<file path="src/rtl/nmec_pkg.sv">
// ---------------------------------------------------------------------------
// nmec_pkg
// Shared constants and types for the 3x3 neighbour mask edge classifier.
// ---------------------------------------------------------------------------
package nmec_pkg;

	localparam int GRID_SIDE = 256;
	localparam int COORD_W   = $clog2(GRID_SIDE);
	localparam int OUT_DEPTH = 4;
	localparam int OUT_PTR_W = $clog2(OUT_DEPTH);

	localparam logic [7:0] FULL_MASK = 8'hFF;

	typedef logic [COORD_W-1:0] coord_t;

	// one result word as it travels to the output queue
	typedef struct packed {
		logic       is_fill;
		logic [7:0] cell_x;
		logic [7:0] cell_y;
		logic [7:0] neighbour_mask;
		logic [3:0] sprite_col;
		logic [3:0] sprite_row;
	} res_t;

	// line memory write request
	typedef struct packed {
		logic       we;
		coord_t     addr;
		logic [1:0] data;
	} lb_wr_t;

endpackage

</file>
<file path="src/rtl/nmec_line_ram.sv">
// ---------------------------------------------------------------------------
// nmec_line_ram
// Line memory for the two previous rows: bit 1 is the row two above,
// bit 0 the row just above. One write and one registered read per cycle.
// ---------------------------------------------------------------------------
module nmec_line_ram
	import nmec_pkg::*;
(
	input  logic       clk,
	input  logic       rd_en,
	input  coord_t     rd_addr,
	output logic [1:0] rd_data,
	input  lb_wr_t     wr
);

	logic [1:0] mem [GRID_SIDE];

	always_ff @(posedge clk) begin
		if (wr.we) begin
			mem[wr.addr] <= wr.data;
		end
	end

	always_ff @(posedge clk) begin
		if (rd_en) begin
			rd_data <= mem[rd_addr];
		end
	end

endmodule

</file>
<file path="src/rtl/nmec_out_fifo.sv">
// ---------------------------------------------------------------------------
// nmec_out_fifo
// Small result queue that decouples the classifier pipe from the consumer.
// ---------------------------------------------------------------------------
module nmec_out_fifo
	import nmec_pkg::*;
(
	input  logic                 clk,
	input  logic                 arst_n,
	input  logic                 push,
	input  res_t                 push_data,
	output logic                 pop_valid,
	input  logic                 pop_ready,
	output res_t                 pop_data,
	output logic [OUT_PTR_W:0]   count
);

	res_t                 buf_q [OUT_DEPTH];
	logic [OUT_PTR_W-1:0] wr_ptr_q;
	logic [OUT_PTR_W-1:0] rd_ptr_q;
	logic [OUT_PTR_W:0]   count_q;
	logic                 pop;

	assign pop_valid = (count_q != '0);
	assign pop       = pop_valid && pop_ready;
	assign pop_data  = buf_q[rd_ptr_q];
	assign count     = count_q;

	always_ff @(posedge clk) begin
		if (push) begin
			buf_q[wr_ptr_q] <= push_data;
		end
	end

	always_ff @(posedge clk or negedge arst_n) begin
		if (!arst_n) begin
			wr_ptr_q <= '0;
			rd_ptr_q <= '0;
			count_q  <= '0;
		end else begin
			if (push) begin
				wr_ptr_q <= wr_ptr_q + 1'b1;
			end
			if (pop) begin
				rd_ptr_q <= rd_ptr_q + 1'b1;
			end
			unique case ({push, pop})
				2'b10:   count_q <= count_q + 1'b1;
				2'b01:   count_q <= count_q - 1'b1;
				default: count_q <= count_q;
			endcase
		end
	end

endmodule

</file>
<file path="src/rtl/neighbour_mask_edge_classifier_top.sv">
// ---------------------------------------------------------------------------
// neighbour_mask_edge_classifier_top
// Raster 3x3 neighbour mask classifier with line memory and result queue.
// ---------------------------------------------------------------------------
// Takes one cell word per clock in raster order over a GRID_SIDE square grid
// and emits a word for every set interior centre, on the cycle after the word
// carrying its bottom-right neighbour has passed the line memory read. An
// item reaches the result queue on the edge after the one that accepts it: the
// accepting edge performs the registered read of the line memory, the next
// edge the window update, the write-back and the push. Sustained rate is one
// cell per clock while the consumer keeps up; cell_ready drops only when the
// four-entry result queue plus the word in flight would overflow. Line memory
// needs no clearing after reset.
module neighbour_mask_edge_classifier_top
	import nmec_pkg::*;
(
	input  logic       clk,
	input  logic       arst_n,
	input  logic       cfg_we,
	input  logic [1:0] cfg_wdata,
	input  logic       cell_valid,
	output logic       cell_ready,
	input  logic [1:0] cell_level,
	output logic       out_valid,
	input  logic       out_ready,
	output logic       is_fill,
	output logic [7:0] cell_x,
	output logic [7:0] cell_y,
	output logic [7:0] neighbour_mask,
	output logic [3:0] sprite_col,
	output logic [3:0] sprite_row
);

	logic [1:0]         level_threshold_q;
	coord_t             col_q;
	coord_t             row_q;
	logic               accept;

	logic               valid_s1;
	logic [1:0]         level_s1;
	coord_t             x_s1;
	coord_t             y_s1;
	logic [1:0]         rd_data;

	logic [8:0]         window_q;
	logic [8:0]         window_nxt;
	logic               set_bit;
	logic [7:0]         mask;
	logic               res_hit;
	res_t               res;
	lb_wr_t             lb_wr;
	res_t               head;
	logic [OUT_PTR_W:0] occ;
	logic [COORD_W+7:0] x_wide;
	logic [COORD_W+7:0] y_wide;

	assign accept     = cell_valid && cell_ready;
	// room for the word in s1 and the one being taken now
	assign cell_ready = ({1'b0, occ} + {{(OUT_PTR_W+1){1'b0}}, valid_s1})
			<= (OUT_PTR_W+2)'(OUT_DEPTH - 1);

	always_ff @(posedge clk or negedge arst_n) begin
		if (!arst_n) begin
			level_threshold_q <= 2'd1;
		end else if (cfg_we) begin
			level_threshold_q <= cfg_wdata;
		end
	end

	always_ff @(posedge clk or negedge arst_n) begin
		if (!arst_n) begin
			col_q <= '0;
			row_q <= '0;
		end else if (accept) begin
			if (col_q == COORD_W'(GRID_SIDE - 1)) begin
				col_q <= '0;
				if (row_q == COORD_W'(GRID_SIDE - 1)) begin
					row_q <= '0;
				end else begin
					row_q <= row_q + 1'b1;
				end
			end else begin
				col_q <= col_q + 1'b1;
			end
		end
	end

	always_ff @(posedge clk or negedge arst_n) begin
		if (!arst_n) begin
			valid_s1 <= 1'b0;
		end else begin
			valid_s1 <= accept;
		end
	end

	always_ff @(posedge clk) begin
		if (accept) begin
			level_s1 <= cell_level;
			x_s1     <= col_q;
			y_s1     <= row_q;
		end
	end

	// write-back always targets the previous column, so a read never meets
	// a pending write to the same entry
	nmec_line_ram u_line_ram (
		.clk     (clk),
		.rd_en   (accept),
		.rd_addr (col_q),
		.rd_data (rd_data),
		.wr      (lb_wr)
	);

	assign set_bit = (level_s1 >= level_threshold_q);

	always_comb begin
		window_nxt[2:0] = {rd_data[1], window_q[2:1]};
		window_nxt[5:3] = {rd_data[0], window_q[5:4]};
		window_nxt[8:6] = {set_bit, window_q[8:7]};
	end

	assign lb_wr.we   = valid_s1;
	assign lb_wr.addr = x_s1;
	assign lb_wr.data = {rd_data[0], set_bit};

	always_ff @(posedge clk or negedge arst_n) begin
		if (!arst_n) begin
			window_q <= '0;
		end else if (valid_s1) begin
			window_q <= window_nxt;
		end
	end

	// bit 0 to bit 7: t, tr, r, br, b, bl, l, tl
	assign mask = {window_nxt[0], window_nxt[3], window_nxt[6], window_nxt[7],
			window_nxt[8], window_nxt[5], window_nxt[2], window_nxt[1]};

	assign res_hit = valid_s1 && (x_s1 >= COORD_W'(2)) && (y_s1 >= COORD_W'(2))
			&& window_nxt[4];

	assign x_wide = {8'd0, x_s1 - 1'b1};
	assign y_wide = {8'd0, y_s1 - 1'b1};

	always_comb begin
		res.cell_x         = x_wide[7:0];
		res.cell_y         = y_wide[7:0];
		res.neighbour_mask = mask;
		res.is_fill        = (mask == FULL_MASK);
		if (res.is_fill) begin
			res.sprite_col = 4'd0;
			res.sprite_row = 4'd0;
		end else begin
			res.sprite_col = mask[3:0];
			res.sprite_row = ~mask[7:4];
		end
	end

	nmec_out_fifo u_out_fifo (
		.clk       (clk),
		.arst_n    (arst_n),
		.push      (res_hit),
		.push_data (res),
		.pop_valid (out_valid),
		.pop_ready (out_ready),
		.pop_data  (head),
		.count     (occ)
	);

	assign is_fill        = head.is_fill;
	assign cell_x         = head.cell_x;
	assign cell_y         = head.cell_y;
	assign neighbour_mask = head.neighbour_mask;
	assign sprite_col     = head.sprite_col;
	assign sprite_row     = head.sprite_row;

endmodule

</file>
<file path="config.mk">
export PLATFORM = sky130hd
export DESIGN_NAME = neighbour_mask_edge_classifier_top
export DESIGN_NICKNAME = d
export VERILOG_FILES = /design/src/rtl/nmec_pkg.sv /design/src/rtl/nmec_line_ram.sv /design/src/rtl/nmec_out_fifo.sv /design/src/rtl/neighbour_mask_edge_classifier_top.sv
export SDC_FILE = /design/constraint.sdc
export NUM_CORES = 1
export LEC_CHECK = 0
export ABC_AREA = 1
export ABC_CLOCK_PERIOD_IN_PS = 5400
export BUFFER_PORTS_ARGS = -buffer_cell sky130_fd_sc_hd__buf_2
export CAP_MARGIN = 20
export CORE_MARGIN = 5
export CORE_UTILIZATION = 30
export CTS_BUF_LIST = sky130_fd_sc_hd__clkbuf_2 sky130_fd_sc_hd__clkbuf_4 sky130_fd_sc_hd__clkbuf_8
export DETAILED_ROUTE_END_ITERATION = 8
export GPL_TIMING_DRIVEN = 0
export PLACE_DENSITY = 0.41
export SLEW_MARGIN = 20
export SYNTH_ARGS = -nofsm -noshare
export SYNTH_HDL_FRONTEND = slang
export SYNTH_SLANG_ARGS = --single-unit
</file>
<file path="constraint.sdc">
create_clock -name clk -period 5.4 [get_ports clk]
set_clock_uncertainty 0.05 [all_clocks]
set_input_delay 0.54 -clock clk [delete_from_list [all_inputs] [get_ports clk]]
set_output_delay 0.54 -clock clk [all_outputs]
set_load 0.02 [all_outputs]
</file>
==> impl_summary.log, run 1 <==
[metrics] compound-gate portion of the synthesized area: 5.33%
[metrics] clock network latency to the later pin of the worst-skew pair: 800 ps
[metrics] H-tree lvl count: 3
[metrics] endpoint of the lowest-slack register-to-register path: u_out_fifo.count[2]
[metrics] flop and latch count out of synthesis: 696
[metrics] num rows: 115
[metrics] number of routed nets with antenna violations: 0
[metrics] final weighted congestion of routability-driven global placement: 0.910
[metrics] share of flip-flops with an asynchronous set or reset after synthesis: 4.60%
[metrics] critical path type: register to register
[metrics] # nets final: 3028
[metrics] Global Route Usage Sum: 19.5%
[metrics] critical path launch point: x_s1[4]
[metrics] sequential share of the synthesized area: 69.4%
[metrics] share of total power in sequential cells: 36.0%
[metrics] Lkg Pwr: 12.6 nW
[metrics] total power per unit cell area: 556 nW/um^2
[metrics] setup repair bufs after CTS: 0
[metrics] top_reg_cell synth: sky130_fd_sc_hd__edfxtp_1
[metrics] syn_nets: 2834
[metrics] count of unique library cells instantiated by Yosys: 40
[metrics] net switching power figure: 0.00800 W
[metrics] Final HPWL DP: 70.4 mm
[metrics] CTS tree: built
[metrics] final hold violation count: 0
[metrics] CP Max Fanout: 8
[metrics] number of clock buffers inserted by TritonCTS: 120
[metrics] capture point of the worst path: u_out_fifo.count[2]
[metrics] count of flip-flops with a built-in enable after synthesis: 664
[metrics] clock input transition at the sequential cells of the worst setup and hold paths: 60 ps
[metrics] data arrival time of the worst path: 4560 ps
[metrics] number of buffers on the longest clock path: 3
[metrics] r2r startpoint: x_s1[4]
[metrics] status: complete, no violations
[metrics] vias per std cell: 4.89
[metrics] horizontal die dimension: 326 um
[metrics] fillcell total: 9922
[metrics] number of global-route vias before repair: 21678
[metrics] Setup crit end kind: register
[metrics] proportion of layout cells with a drive suffix above 1: 11.4%
[metrics] maximum achievable frequency: 0.252 GHz
[metrics] number of top-level design ports: 44
[metrics] aggregate global routing overflow: 0
[metrics] combinational cell fraction of total power: 39.1%
[metrics] core box area: 98600 sq um
[metrics] max-capacitance violation count: 0
[metrics] DR iter-0 viols: 1818
[metrics] total routed wirelength: 106 mm
[metrics] portion of the clock cycle consumed by the worst path in the final layout: 73.4%
[metrics] clock root cell: sky130_fd_sc_hd__clkbuf_8
[metrics] RSZ-0062 raised after global routing: no
[metrics] Syn. warnings: 0
[metrics] mean routed wirelength per cell: 24.1 um
[metrics] number of antenna violations at the first check in global routing: 3
[metrics] Initial Util: 30.3%
[metrics] maximum number of pins on one net before global-route repair: 118
[metrics] utilization after layout: 35.2%
[metrics] total number of vias: 21433
[metrics] crit start category: register
[metrics] final critical path time including I/O delays and setup: 3960 ps
[metrics] DIE HEIGHT: 326 um
[metrics] Final Max Tran Viols: 0
[metrics] first-pass GRT wire length: 151 mm
[metrics] Hold WC Path Type: input port to register
[metrics] clock network fraction of total power: 24.9%
[metrics] pin slew with the least headroom to its limit: 1180 ps
[metrics] final setup violation count: 0
[metrics] Die Footprint: 106000 sq um
[metrics] Residual DRC: 0
[metrics] simple-gate area share of the yosys netlist: 18.7%
[metrics] xor-xnor portion of the synthesized cell area: 0.528%
[metrics] post-synthesis average cell area: 10.6 sq um
[metrics] reg2reg path depth: 9
[metrics] peak supply drop: 231 uV
[metrics] area added between synthesis and finish: 16.2%
[metrics] dominant combinational cell family by area after synthesis: simple AND/OR/NAND/NOR gates
[metrics] Post-Syn Area: 29900 sq um
[metrics] R2R setup slack: 1440 ps
[metrics] arithmetic-cell share of the synthesized area counting full adders, half adders and majority gates: 0.737%
[metrics] worst slew margin relative to its limit: 21.2%
[metrics] post-synthesis mux area share: 0.0377%
[metrics] total negative slack for setup checks: 0 ps
[metrics] required time of the critical path: 6000 ps
[metrics] P_int: 0.0113 W
[metrics] quantity of I/O buffers inserted on ports: 43
[metrics] fraction of power spent switching nets: 41.5%
[metrics] # clock sinks: 696
[metrics] quantity of gates resized following cts: 0
[metrics] drt first pass iters: 6
[metrics] Synth Instances: 2808
## sequential cells by signal, indices dropped and copies added, names as in the netlist, 2 cells and up
name,count
u_line_ram.mem,512
u_out_fifo.buf_q,132
col_q,8
row_q,8
x_s1,8
y_s1,8
window_q,6
u_out_fifo.count,3
level_s1,2
level_threshold_q,2
u_line_ram.rd_data,2
u_out_fifo.rd_ptr_q,2
u_out_fifo.wr_ptr_q,2
## power groups by stage
stage | Sequential, W | Combinational (W) | Clock (W)
4_1_cts | 0.00695 | 0.00760 | 0.00492
3_5_place_dp | 0.00706 | 0.00757 | 0
3_3_place_gp | 0.00746 | 0.00685 | 0
6_report | 0.00695 | 0.00755 | 0.00480
2_1_floorplan | 0.00724 | 0.00383 | 0
5_1_grt | 0.00698 | 0.00816 | 0.00516
## per-layer routing
| layer | global-route usage (%) | share of wire [%] | up-vias |
|---|---|---|---|
| li1 | - | - | 9866 |
| met1 | 26.5 | 45 | 10673 |
| met2 | 32.1 | 47 | 701 |
| met3 | 2.96 | 5.4 | 193 |
| met4 | 6.58 | 3.5 | 0 |
| met5 | 0 | 0 | - |
## layout by cell type (no fill, tap or decap), drive strengths merged, types with 11 or more instances in the layout
cell type	count
clkbuf	247
a21oi	29
edfxtp	664
nand3	206
dfrtp	31
xor2	14
o22ai	37
clkinv	32
ha	16
inv	213
buf	151
o211ai	11
o21ai	215
nor2	613
nand2	573
## synthesized netlist by cell type, drive strengths merged, types with 4 or more instances
cell type    n  area [sq um]
a21oi       29           145
buf         87           490
clkbuf      70           263
dfrtp       31           776
edfxtp     664         19900
ha          16           200
inv        212           796
nand2      573          2150
nand3      206          1030
nor2       613          2310
nor3         7          40.0
o211ai      11          82.6
o21ai      215          1080
o22ai       37           231
xnor2        4          35.0
xor2        14           123
## timing repair
action | in CTS | in global routing
setup endpoints to repair | 0 | 0
hold endpoints to repair | 35 | 0
hold buffers | 8 | 0
## per-stage QoR
stage                     instances  setup slack [ps]  total power (W)  instance area [sq um]  hold slack [ps]
after floorplan                2808               624           0.0111                  29900              194
after global placement         4138             -4460           0.0143                  31700              387
after detailed placement       4159              1550           0.0146                  32300              386
after CTS                      4380              1520           0.0195                  34700              114
after global routing           4381              1350           0.0203                  34700              172
final                          4381              1440           0.0193                  34700              184
## cells by family (layout without fill, tap and decap cells)
kind of cell | count (synthesis) | after routing
fa+ha+maj | 17 | 17
other cells | 0 | 1
simple gates | 1409 | 1409
buf+inv | 370 | 655
compound gates | 297 | 297
xor+xnor | 18 | 18
flops | 696 | 696
mux | 1 | 1
## worst min path at each step
stage          cells past startpoint  slack, ps      start                endpoint
2_1_floorplan                      0        190     arst_n                col_q[0]
6_report                           4        180  out_ready  u_out_fifo.rd_ptr_q[0]
5_1_grt                            4        170  out_ready  u_out_fifo.rd_ptr_q[0]
3_3_place_gp                       0        390   col_q[2]                 x_s1[2]
3_5_place_dp                       0        390   col_q[2]                 x_s1[2]
4_1_cts                            4        110  out_ready  u_out_fifo.rd_ptr_q[0]
## critical path, cell delays in order, from the launching register on
cell and delay [ps]:
sky130_fd_sc_hd__edfxtp_1 420, sky130_fd_sc_hd__nor2_1 920, sky130_fd_sc_hd__nand2_2 420, sky130_fd_sc_hd__o41ai_4 890, sky130_fd_sc_hd__ha_1 270, sky130_fd_sc_hd__inv_1 70, sky130_fd_sc_hd__fa_1 390, sky130_fd_sc_hd__a21oi_1 140
sky130_fd_sc_hd__o21ai_0 110, sky130_fd_sc_hd__xor2_1 150
## final cells by class
class / count / area (sq um) / area share [%]
Clock buffer: 177 / 2150 / 6.19
Tap cell: 1287 / 1610 / 4.64
Antenna cell: 1 / 2.50 / 0.00721
Timing Repair Buffer: 72 / 811 / 2.34
Sequential cell: 696 / 20700 / 59.7
Buffer: 157 / 774 / 2.23
Inverter: 213 / 807 / 2.32
Multi-Input combinational cell: 1742 / 7610 / 21.9
Clock inverter: 36 / 211 / 0.609
Note: power is estimated with default switching activity, not from simulation.
==> run 2, diff against run 1 <==
Settings changed: ABC_AREA 1 to 0, ABC_CLOCK_PERIOD_IN_PS 5400 to 3450, PLACE_DENSITY 0.41 to 0.43.
Clock period 5.4 ns to 3.45 ns, I/O delays scaled along.
==> impl_summary.log, run 2 <==
[metrics] clock network latency to the later pin of the worst-skew pair: 770 ps
[metrics] post-synthesis average cell area: 17.1 sq um
[metrics] required time of the critical path: 3880 ps
[metrics] R2R setup slack: 80 ps
[metrics] DR iter-0 viols: 1618
[metrics] proportion of layout cells with a drive suffix above 1: 23.8%
[metrics] cell type with the highest aggregate area in the netlist: sky130_fd_sc_hd__edfxtp_1
[metrics] P_int: 0.0173 W
[metrics] count of unique library cells instantiated by Yosys: 61
[metrics] Residual DRC: 0
[metrics] num rows: 112
[metrics] share of total power in sequential cells: 40.6%
[metrics] biggest registers after layout: u_line_ram.mem (512), u_out_fifo.buf_q (132)
[metrics] sequential share of the synthesized area: 73.1%
[metrics] hold slack final: 183 ps
[metrics] aggregate global routing overflow: 0
[metrics] max FFs per register: 512
[metrics] final hold violation count: 0
[metrics] RSZ-0062 raised after global routing: no
[metrics] DIE HEIGHT: 318 um
[metrics] # nets final: 1875
[metrics] number of routed nets with antenna violations: 0
[metrics] number of buffers on the longest clock path: 3
[metrics] pin slew with the least headroom to its limit: 1160 ps
[metrics] cell with the most instances on the worst path: sky130_fd_sc_hd__buf_2
[metrics] Post-Syn Area: 28400 sq um
[metrics] Setup crit end kind: register
[metrics] top-count cell post-synth: sky130_fd_sc_hd__edfxtp_1
[metrics] Final Max Tran Viols: 0
[metrics] cell types occupying the most area after synthesis: sky130_fd_sc_hd__edfxtp_1 70%, sky130_fd_sc_hd__mux4_2 10%, sky130_fd_sc_hd__nor2_1 3.8%
[metrics] clock input transition at the sequential cells of the worst setup and hold paths: 60 ps
[metrics] CTS tree: built
[metrics] cell type of the slowest stage on the worst timing path: sky130_fd_sc_hd__buf_2
[metrics] count of flip-flops with a built-in enable after synthesis: 664
[metrics] total number of vias: 16004
[metrics] top post-synthesis cells by count: 664 x sky130_fd_sc_hd__edfxtp_1, 291 x sky130_fd_sc_hd__nor2_1, 131 x sky130_fd_sc_hd__mux4_2
[metrics] largest register by flop count: u_line_ram.mem
[metrics] CP Max Fanout: 10
[metrics] Final HPWL DP: 55.2 mm
[metrics] status: complete, no violations
[metrics] area added between synthesis and finish: 16.9%
[metrics] vias per std cell: 4.99
[metrics] number of global-route vias before repair: 16762
[metrics] portion of the clock cycle consumed by the worst path in the final layout: 97.6%
[metrics] flop and latch count out of synthesis: 696
[metrics] data arrival time of the worst path: 3800 ps
[metrics] path length in cells of the critical path: 6
[metrics] combinational cell fraction of total power: 31.5%
[metrics] quantity of I/O buffers inserted on ports: 43
[metrics] critical path type: register to register
[metrics] final critical path time including I/O delays and setup: 3370 ps
[metrics] core box area: 93600 sq um
[metrics] overall power of the completed layout: 0.0264 W
[metrics] Initial Util: 30.3%
[metrics] longest individual stage delay on the worst path: 560 ps
[metrics] H-tree lvl count: 3
[metrics] Syn. warnings: 0
[metrics] buffers and inverters on the worst path: 3
[metrics] reg2reg path depth: 6
[metrics] worst slew margin relative to its limit: 22.5%
[metrics] number of antenna violations at the first check in global routing: 4
[metrics] share of flip-flops with an asynchronous set or reset after synthesis: 4.60%
[metrics] final weighted congestion of routability-driven global placement: 0.811
[metrics] top_reg_cell synth: sky130_fd_sc_hd__edfxtp_1
[metrics] fillcell total: 8966
[metrics] clock network fraction of total power: 27.9%
[metrics] total routed wirelength: 84.7 mm
[metrics] total power per unit cell area: 794 nW/um^2
[metrics] fraction of power spent switching nets: 34.3%
[metrics] peak supply drop: 304 uV
[metrics] first-pass GRT wire length: 121 mm
[metrics] Synth Instances: 1655
[metrics] endpoint of the lowest-slack register-to-register path: u_line_ram.rd_data[0]
[metrics] maximum number of pins on one net before global-route repair: 46
[metrics] horizontal die dimension: 318 um
[metrics] max-capacitance violation count: 0
[metrics] r2r startpoint: col_q[2]
[metrics] Die Footprint: 101000 sq um
[metrics] # clock sinks: 696
[metrics] total negative slack for setup checks: 0 ps
[metrics] ordered list of cells on the worst path: buf_2 -> buf_2 -> buf_2 -> o211ai_1 -> a211oi_1 -> o32ai_1
[metrics] setup repair bufs after CTS: 0
[metrics] net switching power figure: 0.00903 W
[metrics] syn_nets: 1681
[metrics] number of clock buffers inserted by TritonCTS: 118
[metrics] leading cell type in the layout, fill and taps excluded: sky130_fd_sc_hd__edfxtp_1
[metrics] drt first pass iters: 5
[metrics] Global Route Usage Sum: 16.4%
[metrics] number of non-filler instances in the completed layout: 3205
[metrics] Synth top area share: 70.3%
[metrics] final setup violation count: 0
[metrics] mean routed wirelength per cell: 26.4 um
[metrics] CP top delay family: buffers and inverters
[metrics] maximum achievable frequency: 0.297 GHz
[metrics] utilization after layout: 35.4%
[metrics] number of top-level design ports: 44
[metrics] Hold WC Path Type: input port to async pin
[metrics] crit start category: register
[metrics] clock root cell: sky130_fd_sc_hd__clkbuf_8
[metrics] commonest cells after routing, fill and taps aside: 664 x sky130_fd_sc_hd__edfxtp_1, 290 x sky130_fd_sc_hd__nor2_1, 131 x sky130_fd_sc_hd__mux4_2
[metrics] Lkg Pwr: 10.6 nW
[metrics] placed cell count: 2975
-- run 2: cell count changes after synthesis, sizes merged, moves of 33 or more --
cell   delta
nand3   -177
nor2    -322
nand2   -512
inv     -186
mux4    +131
mux2i    +75
o22ai    -33
buf      -44
o21ai   -197
-- run 2: how the worst max path moves through the flow --
stage / startpoint / to / slack (ps)
floorplan: u_line_ram.rd_data[0] / u_out_fifo.buf_q[0][6] / -1000
global placement: u_line_ram.rd_data[0] / u_out_fifo.buf_q[0][6] / -4540
detailed placement: x_s1[5] / u_out_fifo.count[2] / -580
CTS: col_q[1] / u_line_ram.rd_data[0] / 4
global route: col_q[0] / u_line_ram.rd_data[1] / 10
finish: col_q[2] / u_line_ram.rd_data[0] / 80
-- run 2: cell families (layout without fill, tap and decap cells) --
group                      Yosys count  after routing  synth area share, %
adders and majority gates           17             17                0.776
and+or+nand+nor                    451            451                 6.82
buffers and inverters              130            423                 2.25
other                                0              3                    0
xor gates and xnor gates            26             26                0.802
DFF                                696            696                 73.1
muxes                              211            211                 13.2
AOI/OAI and AO/OA                  124            124                 3.04
-- run 2: area by class of cell --
class                      instances  area (sq um)  share of cell area, %
sequential                       696         20700                   62.5
multi-input combinational        829          7050                   21.3
clock buffer                     165          2010                   6.05
tap                             1254          1570                   4.73
timing repair buffer              76           757                   2.28
buffer                           102           603                   1.82
clock inverter                    54           335                   1.01
inverter                          26           101                  0.305
antenna                            3          7.51                 0.0226
-- run 2: worst register-to-register path: cells and delay by family, from the launching register on --
family	cells	cell delay, ps
AO/OA/AOI/OAI	3	1000
flip-flops	1	550
buffers and inverters	3	1500
-- run 2: metal layers --
metal / track usage (%) / vias to the layer above / share of wire [%]
li1: - / 6856 / -
met3: 3.43 / 133 / 6.6
met1: 22.6 / 8407 / 44
met5: 0 / - / 0
met2: 26.7 / 608 / 47
met4: 4.22 / 0 / 2.5
-- run 2: power groups by stage --
stage | Clock, W | Sequential, W | Combinational [W]
2_1_floorplan | 0 | 0.0111 | 0.00457
3_3_place_gp | 0 | 0.0112 | 0.00753
3_5_place_dp | 0 | 0.0108 | 0.00834
4_1_cts | 0.00756 | 0.0107 | 0.00841
5_1_grt | 0.00798 | 0.0107 | 0.00877
6_report | 0.00736 | 0.0107 | 0.00830
-- run 2: timing repair --
| action | 4_1_cts | 5_1_grt |
|---|---|---|
| setup endpoints to repair | 123 | 92 |
| gates cloned | 0 | 0 |
| gates resized for setup | 19 | 12 |
| endpoints found under the hold margin | 39 | 0 |
| hold buffers | 10 | 0 |
-- run 2: through the flow --
step / setup WS (ps) / cell area (sq um)
after floorplan: -1000 / 28400
after global placement: -4540 / 30200
after detailed placement: -577 / 30600
after CTS: 3.78 / 33100
after global routing: 10.2 / 33200
final: 83.9 / 33200
==> run 3, diff against run 2 <==
Settings changed: MAX_ROUTING_LAYER set to met4.
==> impl_summary.log, run 3 (same netlist as run 2, synthesis figures left out) <==
[metrics] status: complete, no violations
[metrics] max-capacitance violation count: 0
[metrics] CTS tree: built
[metrics] peak supply drop: 304 uV
[metrics] data arrival time of the worst path: 3840 ps
[metrics] clock network latency to the later pin of the worst-skew pair: 760 ps
[metrics] Die Footprint: 101000 sq um
[metrics] Initial Util: 30.3%
[metrics] Setup crit end kind: register
[metrics] number of clock buffers inserted by TritonCTS: 118
[metrics] worst slack, placed: -577 ps
[metrics] num rows: 112
[metrics] final setup violation count: 0
[metrics] mean routed wirelength per cell: 26.4 um
[metrics] number of top-level design ports: 44
[metrics] # nets final: 1874
[metrics] Hold WC Path Type: input port to async pin
[metrics] met1 Resource Use GR: 22.7%
[metrics] met3 routing resource usage after global routing: 3.37%
[metrics] biggest registers after layout: u_line_ram.mem (512), u_out_fifo.buf_q (132)
[metrics] total routed wirelength: 84.6 mm
[metrics] Final Max Tran Viols: 0
[metrics] # clock sinks: 696
[metrics] total placed instance area: 30600 sq um
[metrics] clock input transition at the sequential cells of the worst setup and hold paths: 60 ps
[metrics] worst slew margin relative to its limit: 24.1%
[metrics] global routing usage on met2: 26.7%
[metrics] leading cell type in the layout, fill and taps excluded: sky130_fd_sc_hd__edfxtp_1
[metrics] setup repair bufs after CTS: 0
[metrics] final design area excluding fillers: 33200 sq um
[metrics] vias per std cell: 4.99
[metrics] critical path type: register to register
[metrics] pin slew with the least headroom to its limit: 1140 ps
[metrics] total number of vias: 15976
[metrics] horizontal die dimension: 318 um
[metrics] core box area: 93600 sq um
[metrics] total area of multi-input combinational cells: 7050 sq um
[metrics] largest register by flop count: u_line_ram.mem
[metrics] final hold violation count: 0
[metrics] aggregate global routing overflow: 0
[metrics] number of routed nets with antenna violations: 0
[metrics] portion of the clock cycle consumed by the worst path in the final layout: 97.2%
[metrics] required time of the critical path: 3930 ps
[metrics] maximum achievable frequency: 0.298 GHz
[metrics] first-pass GRT wire length: 121 mm
[metrics] commonest cells after routing, fill and taps aside: 664 x sky130_fd_sc_hd__edfxtp_1, 290 x sky130_fd_sc_hd__nor2_1, 131 x sky130_fd_sc_hd__mux4_2
[metrics] quantity of I/O buffers inserted on ports: 43
[metrics] DR iter-0 viols: 1417
[metrics] utilization after layout: 35.4%
[metrics] total power per unit cell area: 794 nW/um^2
[metrics] worst setup margin: 95.0 ps
[metrics] Lkg Pwr: 10.5 nW
[metrics] drt first pass iters: 5
[metrics] area added between synthesis and finish: 16.9%
[metrics] CP Max Fanout: 10
[metrics] number of buffers on the longest clock path: 3
[metrics] clock root cell: sky130_fd_sc_hd__clkbuf_8
[metrics] H-tree lvl count: 3
[metrics] final critical path time including I/O delays and setup: 3350 ps
[metrics] Residual DRC: 0
[metrics] crit start category: register
[metrics] Final HPWL DP: 55.2 mm
[metrics] number of global-route vias before repair: 16728
[metrics] DIE HEIGHT: 318 um
[metrics] maximum number of pins on one net before global-route repair: 46
[metrics] highest-utilization routing layer at the global route stage: met2
[metrics] fillcell total: 8966
[metrics] max FFs per register: 512
[metrics] total negative slack for setup checks: 0 ps
[metrics] proportion of layout cells with a drive suffix above 1: 23.8%
[metrics] Sequential cell area: 20700 sq um
[metrics] number of antenna violations at the first check in global routing: 4
[metrics] Global Route Usage Sum: 16.9%
[metrics] final weighted congestion of routability-driven global placement: 0.823
## run 3: metrics by stage
| step | cells | hold WS, ps | total power (W) |
|---|---|---|---|
| after floorplan | 1655 | -0.591 | 0.0157 |
| after global placement | 2952 | 394 | 0.0187 |
| after detailed placement | 2975 | 395 | 0.0192 |
| after CTS | 3204 | 141 | 0.0266 |
| after global routing | 3204 | 204 | 0.0275 |
| final | 3204 | 192 | 0.0263 |
## run 3: what timing repair did
item	4_1_cts	5_1_grt
hold buffers	10	0
pin swaps	0	1
endpoints found under the hold margin	39	0
resized for setup	19	12
setup endpoints to repair	123	92
gates cloned	0	0
## run 3: routing by layer
layer | up-vias | routed length [um]
li1 | 6853 | -
met1 | 8416 | 37100
met2 | 574 | 40200
met3 | 133 | 5290
met4 | 0 | 2070
met5 | - | 0
## run 3: cell type report
| cell class | count | area share (%) |
|---|---|---|
| diodes | 3 | 0.0226 |
| clock buffers | 165 | 6.05 |
| well taps | 1254 | 4.73 |
| inverters | 26 | 0.306 |
| multi-input cells | 829 | 21.3 |
| plain buffers | 101 | 1.80 |
| clock inverters | 54 | 1.01 |
| flip-flops and latches | 696 | 62.5 |
| repair buffers | 76 | 2.28 |
## run 3: worst paths after layout
kind	to	slack (ps)	startpoint	cells after the start
setup / recovery	u_line_ram.rd_data[1]	100	col_q[5]	6
hold / removal	level_threshold_q[1]	190	arst_n	2
setup reg to reg	u_line_ram.rd_data[1]	100	col_q[5]	6
hold reg to reg	x_s1[3]	410	col_q[3]	0
max in group asynchronous	row_q[5]	2580	arst_n	2
min in group clk	level_s1[0]	300	cell_level[0]	2
## run 3: report_power, final
part	switching [W]	leakage [nW]	internal, W	total [W]
logic	0.00536	2.95	0.00293	0.00829
registers	0.000280	6.35	0.0104	0.0107
clock network	0.00338	1.24	0.00398	0.00736
## run 3: critical path, stage by stage, from the launching register on
cell and delay, ps:
sky130_fd_sc_hd__dfrtp_1 400, sky130_fd_sc_hd__clkdlybuf4s15_1 710, sky130_fd_sc_hd__clkbuf_1 900, sky130_fd_sc_hd__o21ai_0 460, sky130_fd_sc_hd__nor2_1 200, sky130_fd_sc_hd__o41ai_1 80
sky130_fd_sc_hd__o22ai_1 320
